<file path="src/rtl/lrs_pkg.sv">
package lrs_pkg;

    localparam int MAX_REGIONS = 1024;
    localparam int LBL_W       = 10;
    localparam int CNT_W       = 23;
    localparam int CRD_W       = 11;
    localparam int DIM_W       = 12;
    localparam int RGN_W       = 11;
    localparam int EPOCH_W     = 8;
    localparam int QDEPTH      = 2;
    localparam int ADDR_W      = 4;

    localparam logic [DIM_W-1:0] MAX_DIM = 12'd2048;
    localparam logic [CNT_W-1:0] CNT_MAX = {CNT_W{1'b1}};

    // first live frame tag; tag 0 marks an empty record
    localparam logic [EPOCH_W-1:0] EPOCH_FIRST = 8'd1;

    localparam logic ACT_ACCUM = 1'b0;
    localparam logic ACT_READ  = 1'b1;

    localparam logic [ADDR_W-1:0] REG_BLOB   = 4'h0;
    localparam logic [ADDR_W-1:0] REG_WIDTH  = 4'h4;
    localparam logic [ADDR_W-1:0] REG_HEIGHT = 4'h8;
    localparam logic [ADDR_W-1:0] REG_REGION = 4'hC;

    // classified command passed from the front to the back
    typedef struct packed {
        logic                 is_read;
        logic                 in_range;
        logic [EPOCH_W-1:0]   epoch;
        logic [LBL_W-1:0]     label;
        logic [CRD_W-1:0]     pos_x;
        logic [CRD_W-1:0]     pos_y;
        logic [23:0]          rgb;
        logic [7:0]           grey;
        logic [23:0]          seg_color;
        logic                 vote;
    } cmd_t;

    typedef struct packed {
        logic [CNT_W-1:0] pixel_count;
        logic [CRD_W-1:0] first_x;
        logic [CRD_W-1:0] first_y;
        logic [23:0]      first_rgb;
        logic [7:0]       first_grey;
        logic [23:0]      first_seg_color;
        logic [DIM_W-1:0] box_xmin;
        logic [CRD_W-1:0] box_xmax;
        logic [DIM_W-1:0] box_ymin;
        logic [CRD_W-1:0] box_ymax;
        logic [CNT_W-1:0] vote_count;
    } rec_t;

    function automatic logic [DIM_W-1:0] empty_min(input logic [DIM_W-1:0] dim);
        return (dim > MAX_DIM) ? MAX_DIM : dim;
    endfunction

    function automatic logic [CNT_W-1:0] sat_inc(input logic [CNT_W-1:0] v);
        return (v == CNT_MAX) ? v : v + 1'b1;
    endfunction

endpackage

</file>
<file path="src/rtl/lrs_front.sv">
module lrs_front (
    input  logic                  clk,
    input  logic                  rst_n,
    input  logic                  valid,
    output logic                  stall,
    input  logic                  action,
    input  logic                  frame_start,
    input  logic [9:0]            label,
    input  logic [10:0]           pos_x,
    input  logic [10:0]           pos_y,
    input  logic [7:0]            red,
    input  logic [7:0]            green,
    input  logic [7:0]            blue,
    input  logic [7:0]            grey,
    input  logic [23:0]           seg_color,
    input  logic                  in_blob,
    input  logic                  blob_enable,
    input  logic [10:0]           region_count,
    output lrs_pkg::cmd_t         q_data,
    output logic                  q_valid,
    input  logic                  q_pop
);
    import lrs_pkg::*;

    cmd_t                q_mem [QDEPTH];
    logic                wr_ptr_reg, wr_ptr_next;
    logic                rd_ptr_reg, rd_ptr_next;
    logic [1:0]          fill_reg, fill_next;
    logic [EPOCH_W-1:0]  epoch_reg, epoch_next;
    logic                push;
    cmd_t                cmd;

    assign stall = (fill_reg == 2'(QDEPTH));
    assign push  = valid && !stall;

    // frame start opens a new epoch; older records then read as empty.
    // the counter skips 0, which tags empty records
    assign epoch_next = (push && frame_start) ?
                        ((epoch_reg == '1) ? EPOCH_FIRST : epoch_reg + 1'b1) : epoch_reg;

    always_comb
    begin
        cmd.is_read   = (action == ACT_READ);
        cmd.in_range  = ({1'b0, label} < region_count);
        cmd.epoch     = epoch_next;
        cmd.label     = label;
        cmd.pos_x     = pos_x;
        cmd.pos_y     = pos_y;
        cmd.rgb       = {red, green, blue};
        cmd.grey      = grey;
        cmd.seg_color = seg_color;
        cmd.vote      = blob_enable && in_blob;
    end

    assign wr_ptr_next = push ? ~wr_ptr_reg : wr_ptr_reg;
    assign rd_ptr_next = q_pop ? ~rd_ptr_reg : rd_ptr_reg;
    assign fill_next   = fill_reg + {1'b0, push} - {1'b0, q_pop};
    assign q_valid     = (fill_reg != 2'd0);
    assign q_data      = q_mem[rd_ptr_reg];

    always_ff @(posedge clk)
    begin
        if (push)
        begin
            q_mem[wr_ptr_reg] <= cmd;
        end
    end

    always_ff @(posedge clk or negedge rst_n)
    begin
        if (!rst_n)
        begin
            wr_ptr_reg <= 1'b0;
            rd_ptr_reg <= 1'b0;
            fill_reg   <= 2'd0;
            epoch_reg  <= EPOCH_FIRST;
        end
        else
        begin
            wr_ptr_reg <= wr_ptr_next;
            rd_ptr_reg <= rd_ptr_next;
            fill_reg   <= fill_next;
            epoch_reg  <= epoch_next;
        end
    end

endmodule

</file>
<file path="config.mk">
export PLATFORM = sky130hd
export DESIGN_NAME = lrs_front
export DESIGN_NICKNAME = d
export VERILOG_FILES = /design/src/rtl/lrs_pkg.sv /design/src/rtl/lrs_front.sv
export SDC_FILE = /design/constraint.sdc
export NUM_CORES = 1
export LEC_CHECK = 0
export ABC_AREA = 0
export ABC_CLOCK_PERIOD_IN_PS = 7800
export CAP_MARGIN = 20
export CELL_PAD_IN_SITES_DETAIL_PLACEMENT = 1
export CELL_PAD_IN_SITES_GLOBAL_PLACEMENT = 2
export CORE_MARGIN = 3
export CORE_UTILIZATION = 25
export DETAILED_ROUTE_END_ITERATION = 8
export DONT_BUFFER_PORTS = 1
export PLACE_DENSITY = 0.47
export SETUP_SLACK_MARGIN = 0.4
export SLEW_MARGIN = 15
export SYNTH_ARGS = -nofsm -noshare
export SYNTH_HDL_FRONTEND = slang
export SYNTH_SLANG_ARGS = --single-unit
</file>
<file path="constraint.sdc">
create_clock -name clk -period 7.8 [get_ports clk]
set_input_delay 1.56 -clock clk [delete_from_list [all_inputs] [get_ports clk]]
set_output_delay 1.56 -clock clk [all_outputs]
set_load 0.02 [all_outputs]
</file>
==> impl_metrics.toml <==
[logic_synthesis]
netlist_area_um2 = 8036
ys_warn_count = 0
synth_top_area_share_pct = 73.98
synth_seq_cells = 210
synth_area_leaders = "edfxtp_1 (74%), mux2_1 (14%), dfrtp_1 (3.4%)"
syn_avg_cell_area_um2 = 20.14
synth_cell_types = 33
synth_nets = 518
synthTopCellsByCount = "edfxtp_1 (198), mux2_1 (99), ha_1 (12)"
yosysSeqAreaShare_pct = 77.74
synth.largest_area_cell = "edfxtp_1"
synth_ff_type = "edfxtp_1"
netlist_instances = 399
synth-edff-count = 198
yosysMostFrequentCell = "edfxtp_1"
async_flop_share_pct = 5.714

[floorplanning]
start_util_pct = 25.40
die_w_um = 185.3
io_pins = 208
fp.dieH_um = 185.3
rows = 65
core_um2 = 31640
die_area_um2 = 34330

[global_route]
grt.total_usage_pct = 9.465
grt_start_max_net_pins = 56
gr-usage-met3_pct = 4.772
use_met2_pct = 17.21
grt_pass1_wl_um = 24580
gr-max-usage-layer = "met2"
globalRouteOverflowTotal = 0
met1_usage_pct = 9.455
grt_pass1_vias = 3948
antenna_found_initial = 1

[worst_setup_path]
crit_type = "register to output pin"
cp-end-kind = "output pin"
cp.required_ns = 6.24
cp-startpoint = "rd_ptr_reg"
reg2reg_from = "fill_reg[0]"
start_kind = "register"
worstPathMaxFanout = 55
arrival_ns = 2.62
r2r_cells = 3

[clock_network]
cts_setup_buffers = 0
cts_sinks = 210
clockBufferDepth = 3
clkSlewWorstSetupHoldPaths_ns = 0.05
htree_levels = 1
cts_resized = 0
cts.root.buffer_cell = "clkbuf_16"
cts_buffers = 25
tritoncts = "done"
hold_buffers = 0
clkLatencyLatePin_ns = 0.50

[timing]
worstMarginPinSlew_ns = 0.7670
fin_skew_ns = 0.007295
rsz0062_at_grt = "false"
finalHoldViolCount = 0
setup_viol = 0
period_needed_ns = 4.183
drv_slew = 0
slew_headroom_pct = 48.87
fin_setup_tns_ns = 0
fin_crit_sh_pct = 53.63
timing.fmax_mhz = 239.0

[finish]
antenna_cells = 0
fillCellCount = 3206
drive_above_1_share_pct = 11.55
largest_reg_flops = 198
seq_area_um2 = 6251
fin_nets = 538
multiInputGateArea_um2 = 1640
fin_area_um2 = 9243
final_util_pct = 29.21
syn_to_final_growth_pct = 15.01

[min_path]
whs_path_depth = 1
hold_class = "register to register"
hp-start = "epoch_reg[6]"

[placed_design]
port_buffers = 0
place_area_um2 = 8466
place_congestion = 0.7133
dpl.hpwl_um = 11440

[routing]
wl_per_cell_um = 20.43
drcViolationCount = 0
drtPass1Iterations = 4
ant_nets = 0
drt_iter0_drc = 122
drt_wl_total_um = 17060
dr_total_vias = 3546
viasPerCell = 4.247

[power]
peakVddDrop_mv = 0.1631
p_leak_nw = 3.082
power_density_nw_per_um2 = 401.9

[flow_run]
cap_violations = 0

[outcome]
status = "completed"
==> stage by stage <==
| step | setup slack, ns | power [W] | hold slack, ns | cells |
|---|---|---|---|---|
| 6_report | 3.617 | 0.003715 | 0.5183 | 835 |
| 3_3_place_gp | 4.081 | 0.002656 | 0.4981 | 794 |
| 5_1_grt | 3.394 | 0.003929 | 0.5519 | 835 |
| 3_5_place_dp | 4.036 | 0.002675 | 0.5046 | 794 |
| 2_1_floorplan | 1.467 | 0.002511 | 0.4604 | 399 |
| 4_1_cts | 3.476 | 0.003817 | 0.5205 | 835 |
==> final cells by class <==
type,instances,area share (%)
Sequential cell,210,67.63
Multi-Input combinational cell,167,17.75
Clock buffer,30,6.972
Tap cell,402,5.442
Clock inverter,11,1.435
Inverter,11,0.4467
Timing Repair Buffer,4,0.3249
==> cell families after synthesis <==
logic type	share of synthesized area (%)
and+or+nand+nor	2.242
DFF	77.74
buffers and inverters	2.008
xor gates and xnor gates	0.7629
adders and majority gates	1.868
AOI/OAI and AO/OA	1.323
muxes	14.06
==> path summary, 6_finish.rpt <==
path                                 to  slack, ns
setup / recovery              q_data[9]       3.62
hold / removal             epoch_reg[6]       0.52
setup reg to reg           q_mem[1][47]       5.37
hold reg to reg            epoch_reg[6]       0.52
max in group asynchronous  epoch_reg[0]       6.89
min in group asynchronous  epoch_reg[1]       0.74
==> routing by layer <==
metal	part of all wire, %	up-vias	routed length, um
li1	-	1583	-
met3	11	31	1943
met2	52	140	8794
met4	2.1	2	362
met1	35	1790	5947
met5	0.064	-	11
==> layout by cell type, fill, tap and decap left out, drive strengths merged, types with 2 or more instances in the layout <==
cell      n
edfxtp  198
mux2    100
clkbuf   30
ha       12
inv      11
dfrtp    11
nand2     8
a21oi     8
clkinv    7
nor2      5
xnor2     4
buf       4
o21ai     4
nand3     4
and3      4
xor2      3
bufinv    3
and2      3
o31ai     2
==> report_power, final <==
| part | total [W] | switching, W | internal [W] |
|---|---|---|---|
| Clock | 0.00111 | 0.000425 | 0.000681 |
| Sequential | 0.00169 | 0.000124 | 0.00156 |
| Combinational | 0.000924 | 0.000684 | 0.000240 |
==> critical path, stage by stage (launching register included) <==
cell,delay (ns)
dfrtp_4,0.85
buf_4,0.69
mux2_1,0.51
Power figures use the tool's default switching activity.
